===== config.mk =====
export PLATFORM = sky130hd
export DESIGN_NAME = framed_packet_receiver_crc16
export DESIGN_NICKNAME = d
export VERILOG_FILES = /design/src/hdl/fpr_pkg.sv /design/src/hdl/fpr_ram.sv /design/src/hdl/fpr_front.sv /design/src/hdl/fpr_queue.sv /design/src/hdl/fpr_back.sv /design/src/hdl/framed_packet_receiver_crc16.sv
export SDC_FILE = /design/constraint.sdc
export NUM_CORES = 2
export LEC_CHECK = 0
export BUFFER_PORTS_ARGS = -buffer_cell sky130_fd_sc_hd__buf_2
export CAP_MARGIN = 20
export CORE_UTILIZATION = 50
export DETAILED_ROUTE_END_ITERATION = 10
export GPL_TIMING_DRIVEN = 1
export PLACE_DENSITY = 0.66
export RECOVER_POWER = 25
export SLEW_MARGIN = 10
export SYNTH_ARGS = -nofsm -noshare
export SYNTH_HDL_FRONTEND = slang
export SYNTH_SLANG_ARGS = --single-unit

===== constraint.sdc =====
create_clock -name i_clk -period 7.7 [get_ports i_clk]
set_input_delay 0.77 -clock i_clk [delete_from_list [all_inputs] [get_ports i_clk]]
set_output_delay 0.77 -clock i_clk [all_outputs]
set_load 0.02 [all_outputs]

===== src/hdl/fpr_pkg.sv =====
// Shared types, constants and the CRC-16 byte update for the framed packet receiver.
// No dependencies; every other file of the block but fpr_ram imports this package.
`timescale 1ns / 1ps

package fpr_pkg;

    localparam int BYTE_W      = 8;
    localparam int CRC_W       = 16;
    localparam int LEN_W       = 7;
    localparam int IDX_W       = 6;
    localparam int CFG_ADDR_W  = 4;
    localparam int CFG_DATA_W  = 32;
    localparam int QUEUE_DEPTH = 2;

    localparam logic [1:0] REG_SYNC_FIRST  = 2'd0;
    localparam logic [1:0] REG_SYNC_SECOND = 2'd1;
    localparam logic [1:0] REG_CRC_POLY    = 2'd2;

    localparam logic [BYTE_W-1:0] SYNC_FIRST_RST  = 8'h55;
    localparam logic [BYTE_W-1:0] SYNC_SECOND_RST = 8'hAA;
    localparam logic [CRC_W-1:0]  CRC_POLY_RST    = 16'h1021;

    typedef enum logic [3:0] {
        PH_SYNC1,
        PH_SYNC2,
        PH_DEV,
        PH_MSG,
        PH_LENL,
        PH_LENH,
        PH_DATA,
        PH_CRCL,
        PH_CRCH
    } t_phase;

    typedef struct packed {
        logic [BYTE_W-1:0] sync_first;
        logic [BYTE_W-1:0] sync_second;
        logic [CRC_W-1:0]  crc_polynomial;
    } t_cfg;

    // One checked frame waiting to be played out of its buffer bank.
    typedef struct packed {
        logic [BYTE_W-1:0] device_id;
        logic [BYTE_W-1:0] message_id;
        logic [LEN_W-1:0]  payload_length;
        logic              bank;
    } t_desc;

    typedef struct packed {
        logic [BYTE_W-1:0] device_id;
        logic [BYTE_W-1:0] message_id;
        logic [LEN_W-1:0]  payload_length;
        logic [IDX_W-1:0]  byte_index;
        logic              byte_present;
        logic              last_of_frame;
    } t_emit;

    // MSB-first CRC-16 update by one byte, eight shift steps.
    function automatic logic [CRC_W-1:0] crc_feed(input logic [CRC_W-1:0] crc,
                                                   input logic [BYTE_W-1:0] b,
                                                   input logic [CRC_W-1:0] poly);
        logic [CRC_W-1:0] c;
        c = crc ^ {b, 8'h00};
        for (int k = 0; k < 8; k++) begin
            if (c[CRC_W-1]) begin
                c = {c[CRC_W-2:0], 1'b0} ^ poly;
            end else begin
                c = {c[CRC_W-2:0], 1'b0};
            end
        end
        return c;
    endfunction

endpackage


===== src/hdl/fpr_ram.sv =====
// Generic single-write, single-read RAM with registered read data.
// No dependencies.
`timescale 1ns / 1ps

module fpr_ram #(
    parameter int WIDTH = 8,
    parameter int DEPTH = 128
) (
    input  logic                     i_clk,
    input  logic                     i_we,
    input  logic [$clog2(DEPTH)-1:0] i_waddr,
    input  logic [WIDTH-1:0]         i_wdata,
    input  logic [$clog2(DEPTH)-1:0] i_raddr,
    output logic [WIDTH-1:0]         o_rdata
);

    logic [WIDTH-1:0] r_mem [DEPTH];
    logic [WIDTH-1:0] r_rdata;

    always_ff @(posedge i_clk) begin
        if (i_we) begin
            r_mem[i_waddr] <= i_wdata;
        end
        r_rdata <= r_mem[i_raddr];
    end

    assign o_rdata = r_rdata;

endmodule


===== src/hdl/fpr_front.sv =====
// Receive side: frame parser, running CRC and payload writes into the buffer RAM.
// Depends on fpr_pkg.
`timescale 1ns / 1ps

module fpr_front
    import fpr_pkg::*;
#(
    parameter int MAX_PAYLOAD = 64,
    parameter int ADDR_W      = 7
) (
    input  logic              i_clk,
    input  logic              i_rst_n,
    input  t_cfg              i_cfg,
    input  logic              i_valid,
    input  logic [BYTE_W-1:0] i_byte,
    input  logic              i_room,
    output logic              o_ready,
    output logic              o_we,
    output logic [ADDR_W-1:0] o_waddr,
    output logic [BYTE_W-1:0] o_wdata,
    output logic              o_push,
    output t_desc             o_desc
);

    t_phase            r_phase, n_phase;
    logic [BYTE_W-1:0] r_dev, n_dev;
    logic [BYTE_W-1:0] r_msg, n_msg;
    logic [BYTE_W-1:0] r_len_lo, n_len_lo;
    logic [LEN_W-1:0]  r_len, n_len;
    logic [LEN_W-1:0]  r_cnt, n_cnt;
    logic [CRC_W-1:0]  r_crc, n_crc;
    logic [BYTE_W-1:0] r_crc_lo, n_crc_lo;
    logic              r_bank, n_bank;

    logic              accept;
    logic [CRC_W-1:0]  crc_next;
    logic [15:0]       len_rx;
    logic [CRC_W-1:0]  crc_rx;

    assign o_ready  = i_room;
    assign accept   = i_valid & i_room;
    assign crc_next = crc_feed((r_phase == PH_DEV) ? '0 : r_crc, i_byte, i_cfg.crc_polynomial);
    assign len_rx   = {i_byte, r_len_lo};
    assign crc_rx   = {i_byte, r_crc_lo};

    assign o_wdata = i_byte;
    assign o_waddr = r_bank ? ADDR_W'(MAX_PAYLOAD) + ADDR_W'(r_cnt) : ADDR_W'(r_cnt);
    assign o_desc  = '{device_id: r_dev, message_id: r_msg, payload_length: r_len,
                       bank: r_bank};

    always_ff @(posedge i_clk) begin
        if (!i_rst_n) begin
            r_phase  <= PH_SYNC1;
            r_dev    <= '0;
            r_msg    <= '0;
            r_len_lo <= '0;
            r_len    <= '0;
            r_cnt    <= '0;
            r_crc    <= '0;
            r_crc_lo <= '0;
            r_bank   <= 1'b0;
        end else begin
            r_phase  <= n_phase;
            r_dev    <= n_dev;
            r_msg    <= n_msg;
            r_len_lo <= n_len_lo;
            r_len    <= n_len;
            r_cnt    <= n_cnt;
            r_crc    <= n_crc;
            r_crc_lo <= n_crc_lo;
            r_bank   <= n_bank;
        end
    end

    always_comb begin
        n_phase  = r_phase;
        n_dev    = r_dev;
        n_msg    = r_msg;
        n_len_lo = r_len_lo;
        n_len    = r_len;
        n_cnt    = r_cnt;
        n_crc    = r_crc;
        n_crc_lo = r_crc_lo;
        n_bank   = r_bank;
        o_we     = 1'b0;
        o_push   = 1'b0;
        if (accept) begin
            case (r_phase)
                PH_SYNC1: begin
                    if (i_byte == i_cfg.sync_first) begin
                        n_phase = PH_SYNC2;
                    end
                end
                PH_SYNC2: begin
                    // A mismatching byte is not retried as a first sync byte.
                    n_phase = (i_byte == i_cfg.sync_second) ? PH_DEV : PH_SYNC1;
                end
                PH_DEV: begin
                    n_dev   = i_byte;
                    n_crc   = crc_next;
                    n_phase = PH_MSG;
                end
                PH_MSG: begin
                    n_msg   = i_byte;
                    n_crc   = crc_next;
                    n_phase = PH_LENL;
                end
                PH_LENL: begin
                    n_len_lo = i_byte;
                    n_crc    = crc_next;
                    n_phase  = PH_LENH;
                end
                PH_LENH: begin
                    n_crc = crc_next;
                    if (len_rx <= 16'(MAX_PAYLOAD)) begin
                        n_len   = LEN_W'(len_rx);
                        n_cnt   = '0;
                        n_phase = (len_rx == 16'd0) ? PH_CRCL : PH_DATA;
                    end else begin
                        n_phase = PH_SYNC1;
                    end
                end
                PH_DATA: begin
                    o_we  = 1'b1;
                    n_crc = crc_next;
                    n_cnt = r_cnt + LEN_W'(1);
                    if (n_cnt >= r_len) begin
                        n_phase = PH_CRCL;
                    end
                end
                PH_CRCL: begin
                    n_crc_lo = i_byte;
                    n_phase  = PH_CRCH;
                end
                PH_CRCH: begin
                    // A good frame hands its bank over and the next frame takes the other one.
                    if (crc_rx == r_crc) begin
                        o_push = 1'b1;
                        n_bank = ~r_bank;
                    end
                    n_phase = PH_SYNC1;
                end
                default: begin
                    n_phase = PH_SYNC1;
                end
            endcase
        end
    end

endmodule


===== src/hdl/fpr_queue.sv =====
// Two-entry queue of checked frame descriptors between receive and emit sides.
// Depends on fpr_pkg.
`timescale 1ns / 1ps

module fpr_queue
    import fpr_pkg::*;
(
    input  logic  i_clk,
    input  logic  i_rst_n,
    input  logic  i_push,
    input  t_desc i_desc,
    input  logic  i_pop,
    output t_desc o_head,
    output logic  o_has,
    output logic  o_full
);

    localparam int PTR_W = $clog2(QUEUE_DEPTH);
    localparam int CNT_W = $clog2(QUEUE_DEPTH + 1);

    t_desc            r_entry [QUEUE_DEPTH];
    logic [PTR_W-1:0] r_wp, n_wp;
    logic [PTR_W-1:0] r_rp, n_rp;
    logic [CNT_W-1:0] r_cnt, n_cnt;

    assign o_head = r_entry[r_rp];
    assign o_has  = (r_cnt != '0);
    assign o_full = (r_cnt == CNT_W'(QUEUE_DEPTH));

    always_ff @(posedge i_clk) begin
        if (!i_rst_n) begin
            r_wp  <= '0;
            r_rp  <= '0;
            r_cnt <= '0;
        end else begin
            r_wp  <= n_wp;
            r_rp  <= n_rp;
            r_cnt <= n_cnt;
        end
    end

    always_ff @(posedge i_clk) begin
        if (i_push) begin
            r_entry[r_wp] <= i_desc;
        end
    end

    always_comb begin
        n_wp  = i_push ? r_wp + PTR_W'(1) : r_wp;
        n_rp  = i_pop ? r_rp + PTR_W'(1) : r_rp;
        n_cnt = r_cnt + CNT_W'(i_push) - CNT_W'(i_pop);
    end

endmodule


===== src/hdl/fpr_back.sv =====
// Emit side: walks the head frame's bank, reads the RAM and drives the result channel.
// Depends on fpr_pkg.
`timescale 1ns / 1ps

module fpr_back
    import fpr_pkg::*;
#(
    parameter int MAX_PAYLOAD = 64,
    parameter int ADDR_W      = 7
) (
    input  logic              i_clk,
    input  logic              i_rst_n,
    input  t_desc             i_desc,
    input  logic              i_has,
    output logic              o_pop,
    output logic [ADDR_W-1:0] o_raddr,
    input  logic [BYTE_W-1:0] i_rdata,
    output logic              o_valid,
    input  logic              i_ready,
    output t_emit             o_item,
    output logic [BYTE_W-1:0] o_byte
);

    logic [LEN_W-1:0]  r_idx, n_idx;
    logic              r_rd_v, n_rd_v;
    t_emit             r_rd_meta, n_rd_meta;
    logic              r_sk_v, n_sk_v;
    t_emit             r_sk_meta, n_sk_meta;
    logic [BYTE_W-1:0] r_sk_byte, n_sk_byte;
    logic              r_out_v, n_out_v;
    t_emit             r_out_meta, n_out_meta;
    logic [BYTE_W-1:0] r_out_byte, n_out_byte;

    logic              out_free;
    logic              issue;
    logic              is_last;
    logic              is_empty;
    logic [BYTE_W-1:0] rd_byte;

    assign o_valid = r_out_v;
    assign o_item  = r_out_meta;
    assign o_byte  = r_out_byte;

    assign out_free = !r_out_v || i_ready;
    assign rd_byte  = r_rd_meta.byte_present ? i_rdata : '0;
    assign is_empty = (i_desc.payload_length == '0);
    assign is_last  = is_empty || ((r_idx + LEN_W'(1)) >= i_desc.payload_length);
    assign o_raddr  = i_desc.bank ? ADDR_W'(MAX_PAYLOAD) + ADDR_W'(r_idx) : ADDR_W'(r_idx);

    always_ff @(posedge i_clk) begin
        if (!i_rst_n) begin
            r_idx   <= '0;
            r_rd_v  <= 1'b0;
            r_sk_v  <= 1'b0;
            r_out_v <= 1'b0;
        end else begin
            r_idx   <= n_idx;
            r_rd_v  <= n_rd_v;
            r_sk_v  <= n_sk_v;
            r_out_v <= n_out_v;
        end
    end

    always_ff @(posedge i_clk) begin
        r_rd_meta  <= n_rd_meta;
        r_sk_meta  <= n_sk_meta;
        r_sk_byte  <= n_sk_byte;
        r_out_meta <= n_out_meta;
        r_out_byte <= n_out_byte;
    end

    always_comb begin
        n_sk_v     = r_sk_v;
        n_sk_meta  = r_sk_meta;
        n_sk_byte  = r_sk_byte;
        n_out_v    = r_out_v;
        n_out_meta = r_out_meta;
        n_out_byte = r_out_byte;

        // The skid entry is older than the read in flight, so it moves out first.
        if (r_sk_v) begin
            if (out_free) begin
                n_out_v    = 1'b1;
                n_out_meta = r_sk_meta;
                n_out_byte = r_sk_byte;
                if (r_rd_v) begin
                    n_sk_meta = r_rd_meta;
                    n_sk_byte = rd_byte;
                end else begin
                    n_sk_v = 1'b0;
                end
            end
        end else begin
            if (out_free) begin
                n_out_v    = r_rd_v;
                n_out_meta = r_rd_meta;
                n_out_byte = rd_byte;
            end else if (r_rd_v) begin
                n_sk_v    = 1'b1;
                n_sk_meta = r_rd_meta;
                n_sk_byte = rd_byte;
            end
        end

        // A read is only started when its data is sure to find a place next cycle.
        issue  = i_has && !(n_out_v && n_sk_v);
        n_rd_v = issue;
        n_rd_meta = '{device_id: i_desc.device_id, message_id: i_desc.message_id,
                      payload_length: i_desc.payload_length, byte_index: IDX_W'(r_idx),
                      byte_present: !is_empty, last_of_frame: is_last};
        n_idx = r_idx;
        o_pop = 1'b0;
        if (issue) begin
            if (is_last) begin
                n_idx = '0;
                o_pop = 1'b1;
            end else begin
                n_idx = r_idx + LEN_W'(1);
            end
        end
    end

endmodule


===== src/hdl/framed_packet_receiver_crc16.sv =====
// Top level of the framed packet receiver: configuration registers, parser,
// descriptor queue, double-banked payload RAM and emitter. Depends on fpr_pkg,
// fpr_ram, fpr_front, fpr_queue and fpr_back.
//
//   port group    direction  transfer when                 carries
//   rx bytes      in         i_rx_valid & o_rx_ready       i_rx_byte
//   results       out        o_out_valid & i_out_ready     device id .. last_of_frame
//   config (APB)  in         psel & penable & pwrite       sync bytes, CRC polynomial
//
// The parser takes one byte per cycle while o_rx_ready is high; the CRC update of each
// byte is combinational. Results leave at one per cycle while i_out_ready is high once a
// frame passes its CRC, through the registered RAM read and the output register.
// The payload RAM has two banks; with two checked frames still waiting to be played out,
// o_rx_ready drops until the emitter has read the older frame's last byte.
// Reset is synchronous and active low; the RAM needs no clearing pass.
`timescale 1ns / 1ps

module framed_packet_receiver_crc16
    import fpr_pkg::*;
#(
    parameter int MAX_PAYLOAD = 64
) (
    input  logic                  i_clk,
    input  logic                  i_rst_n,
    input  logic                  i_rx_valid,
    output logic                  o_rx_ready,
    input  logic [BYTE_W-1:0]     i_rx_byte,
    output logic                  o_out_valid,
    input  logic                  i_out_ready,
    output logic [BYTE_W-1:0]     o_device_id,
    output logic [BYTE_W-1:0]     o_message_id,
    output logic [LEN_W-1:0]      o_payload_length,
    output logic [IDX_W-1:0]      o_byte_index,
    output logic [BYTE_W-1:0]     o_payload_byte,
    output logic                  o_byte_present,
    output logic                  o_last_of_frame,
    input  logic                  psel,
    input  logic                  penable,
    input  logic                  pwrite,
    input  logic [CFG_ADDR_W-1:0] paddr,
    input  logic [CFG_DATA_W-1:0] pwdata,
    output logic [CFG_DATA_W-1:0] prdata,
    output logic                  pready
);

    localparam int RAM_DEPTH = 2 * MAX_PAYLOAD;
    localparam int ADDR_W    = $clog2(RAM_DEPTH);

    t_cfg              r_cfg;
    logic              cfg_write;

    logic              ram_we;
    logic [ADDR_W-1:0] ram_waddr;
    logic [BYTE_W-1:0] ram_wdata;
    logic [ADDR_W-1:0] ram_raddr;
    logic [BYTE_W-1:0] ram_rdata;

    logic              q_push;
    t_desc             q_in;
    logic              q_pop;
    t_desc             q_head;
    logic              q_has;
    logic              q_full;
    t_emit             out_item;

    assign pready    = 1'b1;
    assign cfg_write = psel & penable & pwrite & pready;

    always_ff @(posedge i_clk) begin
        if (!i_rst_n) begin
            r_cfg <= '{sync_first: SYNC_FIRST_RST, sync_second: SYNC_SECOND_RST,
                       crc_polynomial: CRC_POLY_RST};
        end else if (cfg_write) begin
            case (paddr[3:2])
                REG_SYNC_FIRST:  r_cfg.sync_first     <= pwdata[BYTE_W-1:0];
                REG_SYNC_SECOND: r_cfg.sync_second    <= pwdata[BYTE_W-1:0];
                REG_CRC_POLY:    r_cfg.crc_polynomial <= pwdata[CRC_W-1:0];
                default: begin
                end
            endcase
        end
    end

    always_comb begin
        case (paddr[3:2])
            REG_SYNC_FIRST:  prdata = CFG_DATA_W'(r_cfg.sync_first);
            REG_SYNC_SECOND: prdata = CFG_DATA_W'(r_cfg.sync_second);
            REG_CRC_POLY:    prdata = CFG_DATA_W'(r_cfg.crc_polynomial);
            default:         prdata = '0;
        endcase
    end

    fpr_front #(
        .MAX_PAYLOAD (MAX_PAYLOAD),
        .ADDR_W      (ADDR_W)
    ) u_front (
        .i_clk   (i_clk),
        .i_rst_n (i_rst_n),
        .i_cfg   (r_cfg),
        .i_valid (i_rx_valid),
        .i_byte  (i_rx_byte),
        .i_room  (!q_full),
        .o_ready (o_rx_ready),
        .o_we    (ram_we),
        .o_waddr (ram_waddr),
        .o_wdata (ram_wdata),
        .o_push  (q_push),
        .o_desc  (q_in)
    );

    fpr_queue u_queue (
        .i_clk   (i_clk),
        .i_rst_n (i_rst_n),
        .i_push  (q_push),
        .i_desc  (q_in),
        .i_pop   (q_pop),
        .o_head  (q_head),
        .o_has   (q_has),
        .o_full  (q_full)
    );

    fpr_ram #(
        .WIDTH (BYTE_W),
        .DEPTH (RAM_DEPTH)
    ) u_ram (
        .i_clk   (i_clk),
        .i_we    (ram_we),
        .i_waddr (ram_waddr),
        .i_wdata (ram_wdata),
        .i_raddr (ram_raddr),
        .o_rdata (ram_rdata)
    );

    fpr_back #(
        .MAX_PAYLOAD (MAX_PAYLOAD),
        .ADDR_W      (ADDR_W)
    ) u_back (
        .i_clk   (i_clk),
        .i_rst_n (i_rst_n),
        .i_desc  (q_head),
        .i_has   (q_has),
        .o_pop   (q_pop),
        .o_raddr (ram_raddr),
        .i_rdata (ram_rdata),
        .o_valid (o_out_valid),
        .i_ready (i_out_ready),
        .o_item  (out_item),
        .o_byte  (o_payload_byte)
    );

    assign o_device_id      = out_item.device_id;
    assign o_message_id     = out_item.message_id;
    assign o_payload_length = out_item.payload_length;
    assign o_byte_index     = out_item.byte_index;
    assign o_byte_present   = out_item.byte_present;
    assign o_last_of_frame  = out_item.last_of_frame;

endmodule


* Yosys cells after proc, flatten, opt, wreduce, memory -nomap -nowiden *
Memory sizes are Yosys's and may differ from the RTL's. A register that Yosys moved wholly into a read port is not among the register bits.
Cells that the tools add are included.

operators by class
  equality and inequality tests = 19
  reduce and logical (&&, ||, !) cells = 28
  bitwise logic cells = 13
  magnitude comparators = 3
  multiplexer cells = 56
  add/sub/neg operators = 8

operators by type and width
  kind                                                              count
  two-way mux 31 bit                                                7
  two-way mux 16 bit                                                9
  XOR 16 bit                                                        9
  two-way mux 8 bit                                                 8
  one-hot mux 16 bit (3 select lines)                               1
  one-hot mux 4 bit (8 select lines)                                1
  two-way mux 7 bit                                                 4
  two-way mux 1 bit                                                 21
  AND reduction 2 bit                                               9
  equality test 16 bit                                              1
  equality test 4 x 3 -> 1 bit (second input constant)              4
  equality test 8 bit                                               2
  less-or-equal comparator 16 x 7 -> 1 bit (second input constant)  1
  zero test 16 bit                                                  1
  adder 7 x 1 -> 7 bit (second input constant)                      2
  adder 7 bit (first input constant)                                2
  >= comparator 7 bit                                               2
  one-hot mux 7 bit (2 select lines)                                1
  two-way mux 4 bit                                                 3
  AND reduction 3 bit                                               4
  equality test 4 x 2 -> 1 bit (second input constant)              2
  inequality test 2 x 1 -> 1 bit (second input constant)            4
  zero test 7 bit                                                   1
  OR reduction 5 bit                                                1
  17 further kinds                                                  27

word-level totals
  output and inout bits = 74
  register bits = 222
  RAM bits = 1072
  input port bits = 51
  memories kept = 2

memory list
  name             depth  width  read ports  clocked after Yosys merged registers in  wr ports  RTL line         RTL
  u_ram.r_mem      128    8      1           1                                        1         fpr_ram.sv:17    logic [WIDTH-1:0] r_mem [DEPTH];
  u_queue.r_entry  2      24     1           1                                        1         fpr_queue.sv:21  t_desc r_entry [QUEUE_DEPTH];

* Logic depth before layout (Yosys ltp) *
  word-level depth = 19
  gate-level depth with buffers = 19
  mapped depth without buffers = 18

* Cells and area by module *
From an unflattened synthesis, not the netlist that was laid out.

second synthesis, totals
  cells, all modules = 2977
  area, all modules = 53795.3 µm²

by module, submodules not included
  module                        instances  area each (µm²)  cells an instance  sequential area each (µm²)
  fpr_ram                       1          39665.5          1635               30909.6
  fpr_front                     1          6052.1           791                1341.3
  fpr_back                      1          4321.6           262                3163.0
  fpr_queue                     1          2065.7           96                 1541.5
  framed_packet_receiver_crc16  1          1690.4           193                640.6

* Worst setup path after synthesis *
No wires, ideal clock.

  path kind = input port to flip-flop
  start point = input port i_rx_byte[7]
  end point = register u_front.r_crc[10]
  path buffers = 4
  data required time = 7626 ps
  stages on the path = 17
  arrival time = 4295 ps
  setup slack = 3331 ps
  cells stage by stage = buf_2 > buf_1 > o21ai_0 > a31oi_1 > o311a_1 > nor2_1 > or4_4 > a31oi_4 > xor2_2 > a21boi_2 > a211o_1 > a22o_1 > and2_1 > buf_6 > buf_6 > a211o_1 > o211ai_2

between the ends
  word-level cells in the longest chain between the ends = 16

ends and longest elaborated chain
  element               RTL line                            RTL
  from (decl)           framed_packet_receiver_crc16.sv:27  input logic [BYTE_W-1:0] i_rx_byte,
  XOR 16 bit *          fpr_pkg.sv:63                       c = crc ^ {b, 8'h00};
  two-way mux 16 bit *  fpr_pkg.sv:65                       if (c[CRC_W-1]) begin
  XOR 16 bit            fpr_pkg.sv:66                       c = {c[CRC_W-2:0], 1'b0} ^ poly;
  two-way mux 16 bit *  fpr_pkg.sv:65
  XOR 16 bit            fpr_pkg.sv:66
  two-way mux 16 bit *  fpr_pkg.sv:65
  XOR 16 bit            fpr_pkg.sv:66
  two-way mux 16 bit *  fpr_pkg.sv:65
  XOR 16 bit            fpr_pkg.sv:66
  two-way mux 16 bit *  fpr_pkg.sv:65
  XOR 16 bit            fpr_pkg.sv:66
  two-way mux 16 bit *  fpr_pkg.sv:65
  XOR 16 bit            fpr_pkg.sv:66
  two-way mux 16 bit *  fpr_pkg.sv:65
  XOR 16 bit            fpr_pkg.sv:66
  two-way mux 16 bit *  fpr_pkg.sv:65
  to (signal assigned)  fpr_front.sv:69                     r_crc <= n_crc;
  to (decl)             fpr_front.sv:31                     logic [CRC_W-1:0] r_crc, n_crc;

Mark *: on every way between the ends. The rest lies on a longest branch, timed or not.
A chain may end at the register's enable or synchronous reset.

* Worst setup path in the final report *
  start point = input port i_rx_byte[7]
  end point = register u_front.r_crc[3]

between the ends
  word-level cells in the longest chain between the ends = 15

ends and longest elaborated chain
  element                                           RTL line
  XOR 16 bit *                                      fpr_pkg.sv:63
  two-way mux 16 bit *                              fpr_pkg.sv:65
  XOR 16 bit                                        fpr_pkg.sv:66
  two-way mux 16 bit *                              fpr_pkg.sv:65
  XOR 16 bit                                        fpr_pkg.sv:66
  two-way mux 16 bit *                              fpr_pkg.sv:65
  XOR 16 bit                                        fpr_pkg.sv:66
  two-way mux 16 bit * (2 in a row)                 fpr_pkg.sv:65
  XOR 16 bit or two-way mux 16 bit (tied branches)  fpr_pkg.sv:66, fpr_pkg.sv:65
  two-way mux 16 bit *                              fpr_pkg.sv:65
  XOR 16 bit or two-way mux 16 bit (tied branches)  fpr_pkg.sv:66, fpr_pkg.sv:65
  two-way mux 16 bit *                              fpr_pkg.sv:65
  XOR 16 bit or two-way mux 16 bit (tied branches)  fpr_pkg.sv:66, fpr_pkg.sv:65
  two-way mux 16 bit *                              fpr_pkg.sv:65

Marked as above.

==> flow_metrics.env <==
export IMPL_outcome="complete, but fails checks"
export IMPL_failed_checks="design-rule violations, max-capacitance violations, max-slew violations"
export IMPL_netSwitchingFraction_pct=20.8
export IMPL_yosys_cell_count_top_type="sky130_fd_sc_hd__edfxtp_1"
export IMPL_io_buffers=89
export IMPL_synth_top_cell_area_share_pct=65.0
export IMPL_yosys_warnings=0
export IMPL_clock_insertion_delay_worst_skew_ns=0.74
export IMPL_slowest_stage="sky130_fd_sc_hd__clkbuf_1"
export IMPL_grt_start_max_net_pins=145
export IMPL_grt_antenna_before_repair=7
export IMPL_fin_area_mm2=0.0591
export IMPL_detail_route_vias_per_cell=5.97
export IMPL_hold_buffers=0
export IMPL_numCtsBuffers=135
export IMPL_post_dp_hpwl_um=72500
export IMPL_postRouteWirelength_um=119000
export IMPL_grt_pass1_wl_um=176000
export IMPL_floorplan_die_area_mm2=0.108
export IMPL_worst_setup_end_kind="flop"
export IMPL_floorplan_initialDensity_pct=50.4
export IMPL_maximum_vdd_ir_drop_mv=0.139
export IMPL_combPwrFrac_pct=3.4
export IMPL_layout_worst_path_cycle_share_pct=82.3
export IMPL_postSynthCellCount=2926
export IMPL_fp_dieW_um=328
export IMPL_postCtsResizedCells=0
export IMPL_crit_path_cell_trace="clkbuf_1, clkbuf_1, o2111ai_1, o311ai_1, nor4_1, o211a_1, nor2_1, xnor3_1, o22ai_1, o21ai_1, nand2_1, nand2_1, xnor3_1, a21oi_1"
export IMPL_layout_drive_gt1_share_pct=23.0
export IMPL_cellLeakagePower_uw=0.0186
export IMPL_cts_setup_buffers=0
export IMPL_wl_cell_um=26.3
export IMPL_core_ar_mm2=0.105
export IMPL_fin_tns_setup_ns=0
export IMPL_grt_use_total_pct=22.2
export IMPL_final_max_slew_violation_count=879
export IMPL_maxSlewHeadroom_pct=-189
export IMPL_internal_power_uw=11400
export IMPL_detailedRoute_firstIterationViolations=2924
export IMPL_chipHeight_um=328
export IMPL_rsz_0062_raised_after_global_routing="no"
export IMPL_postLayoutCoreUtil_pct=56.1
export IMPL_cp_required_ns=8.35
export IMPL_final_hold_worst_slack_ns=0.264
export IMPL_worst_path_max_fanout=29
export IMPL_detail_route_drc_violations=23
export IMPL_numClockSinks=1303
export IMPL_yosysTopAreaCell="sky130_fd_sc_hd__edfxtp_1"
export IMPL_gr_total_overflow=0
export IMPL_first_global_vias=26900
export IMPL_drv_cap=17
export IMPL_first_pass_iters=8
export IMPL_max_slew_worst_pin_slew_ns=4.33
export IMPL_synth_seq_area_share_pct=70.7
export IMPL_min_delay_path_class="in2reg"
export IMPL_cts_clk_slew_worst_paths_ns=0.05
export IMPL_setup_viol=0
export IMPL_antennaDiodeCount=0
export IMPL_post_synth_instance_area_mm2=0.0532
export IMPL_share_clk_of_total_power_pct=42.6
export IMPL_power_density_mw_per_mm2=243
export IMPL_syn_avg_cell_area_um2=18.2
export IMPL_ys_types=81
export IMPL_place_gp_congestion=0.863
export IMPL_startpoint_type="primary input"
export IMPL_max_freq_ghz=0.158
export IMPL_synth_area_top_cells="sky130_fd_sc_hd__edfxtp_1 (65%), sky130_fd_sc_hd__mux4_2 (14%), sky130_fd_sc_hd__dfxtp_1 (5.8%)"
export IMPL_cts_max_path_bufs=3
export IMPL_synth_seq_cells=1303
export IMPL_synth_enable_flop_cells=1150
export IMPL_final_setup_skew_ns=0.0279
export IMPL_crit_type="in2reg"
export IMPL_h_tree_depth=4
export IMPL_cp_data_arrival_time_ns=6.98
export IMPL_ant_nets=0
export IMPL_fp_row_count=119
export IMPL_num_nets_final=3092
export IMPL_synth_commonest_cells="sky130_fd_sc_hd__edfxtp_1 (1150), sky130_fd_sc_hd__mux4_2 (336), sky130_fd_sc_hd__nand2_1 (202)"
export IMPL_switching_power_uw=2990
export IMPL_placed_area_mm2=0.0550
export IMPL_hold_violations=0
export IMPL_min_period_ns=6.33
export IMPL_cpPeakStageDelay_ns=1.17
export IMPL_root_buffer="sky130_fd_sc_hd__clkbuf_16"
export IMPL_clock_tree_from_tritoncts="built"
export IMPL_pwr_share_seq_pct=54.0
export IMPL_syn_to_final_growth_pct=11.2
export IMPL_worstRegToRegCells=6
export IMPL_whs_path_depth=3
export IMPL_synth_async_reset_ratio_pct=0
export IMPL_detailroute_via_count=27000
export IMPL_boundary_pin_count=125
export IMPL_dominantRegCellSynth="sky130_fd_sc_hd__edfxtp_1"
-- power groups by stage --
stage               Sequential [uW]  Clock (uW)  Combinational (uW)
finish                         7760        6120                 489
global route                   7760        6470                 528
CTS                            7760        6230                 476
detailed placement             7910           0                 473
global placement               7910           0                 454
floorplan                      7920           0                 270
-- worst paths after layout --
kind | from | slack [ns] | to
min reg2reg | u_back.r_rd_meta[22]$_DFF_P_ | 0.43 | u_back.r_sk_meta[22]$_DFFE_PP_
max | i_rx_byte[7] | 1.37 | u_front.r_crc[3]$_SDFFE_PN0P_
min | pwdata[12] | 0.26 | r_cfg[12]$_SDFFE_PN1P_
max reg2reg | u_back.r_idx[1]$_SDFFE_PN0P_ | 1.84 | u_ram.o_rdata[7]$_DFF_P_
-- critical path, delay by kind of cell --
family | cells | cell delay (ns)
buffers and inverters | 2 | 2.05
AOI/OAI and AO/OA | 6 | 1.94
and+or+nand+nor | 4 | 1.45
xor gates and xnor gates | 2 | 0.75
-- sequential cells by signal (all words and copies together) (netlist names), 2 cells and up, named ones only --
signal,count
u_front.r_crc,16
r_cfg,32
u_back.r_rd_meta,31
u_front.r_msg,8
u_front.r_dev,8
u_front.r_len,7
u_queue.r_entry,48
u_ram.o_rdata,8
u_ram.r_mem,1024
u_back.o_item,31
u_back.r_sk_meta,31
u_back.r_sk_byte,8
u_front.r_crc_lo,8
u_front.r_cnt,7
u_queue.r_cnt,2
u_front.r_phase,4
u_back.r_idx,7
u_back.o_byte,8
u_front.r_len_lo,8
-- cell usage in the layout, fill, tap and decap left out, types with 8 or more instances in the layout --
cell	netlist	final
sky130_fd_sc_hd__nor3_1	11	11
sky130_fd_sc_hd__dfxtp_1	153	151
sky130_fd_sc_hd__buf_2	6	82
sky130_fd_sc_hd__inv_1	35	35
sky130_fd_sc_hd__and2_1	41	32
sky130_fd_sc_hd__mux4_2	336	336
sky130_fd_sc_hd__ha_1	18	18
sky130_fd_sc_hd__a211o_1	16	16
sky130_fd_sc_hd__nor2_1	179	179
sky130_fd_sc_hd__o211ai_1	14	14
sky130_fd_sc_hd__xnor3_1	11	11
sky130_fd_sc_hd__xnor2_1	107	106
sky130_fd_sc_hd__and2_0	0	8
sky130_fd_sc_hd__mux2i_1	55	55
sky130_fd_sc_hd__clkbuf_1	122	60
sky130_fd_sc_hd__a21boi_0	34	34
sky130_fd_sc_hd__clkbuf_16	0	140
sky130_fd_sc_hd__clkinv_2	0	12
sky130_fd_sc_hd__nand2b_1	9	9
sky130_fd_sc_hd__mux2_2	67	63
sky130_fd_sc_hd__nand3_1	37	34
sky130_fd_sc_hd__nand2_1	202	199
sky130_fd_sc_hd__clkinv_1	1	25
sky130_fd_sc_hd__edfxtp_1	1150	1150
sky130_fd_sc_hd__nor2b_1	55	54
sky130_fd_sc_hd__nand4_1	27	27
sky130_fd_sc_hd__xor2_1	27	27
sky130_fd_sc_hd__o21ai_0	34	34
sky130_fd_sc_hd__conb_1	2	17
sky130_fd_sc_hd__buf_4	18	18
sky130_fd_sc_hd__a21oi_1	31	31
-- kinds of logic after synthesis --
group	share of synthesized area (%)
simple gates	5.17
flops	70.7
mux	16.7
compound gates	2.47
xor+xnor	2.73
other cells	0.0141
buf+inv	1.74
fa+ha+maj	0.442
-- final cells by class --
class	instances	area [um2]
inverters	36	135
repair buffers	129	751
well taps	1391	1740
multi-input cells	1418	14700
fillers	7858	46300
clock inverters	55	409
flip-flops and latches	1303	37600
clock buffers	183	3720
-- layer usage --
layer  part of all wire, %  track usage (%)
met1                    43             32.5
met3                   7.7             4.35
met4                   2.1             5.74
met2                    48             34.4
met5                0.0076                0
-- stage by stage --
step,cells,worst slack (ns),power [uW]
2_1_floorplan,2941,3.33,8190
3_3_place_gp,4270,2.27,8360
3_5_place_dp,4272,2.17,8390
4_1_cts,4510,2.28,14500
5_1_grt,4515,0.998,14800
6_report,4515,1.37,14400
(Power assumes the default switching activity.)
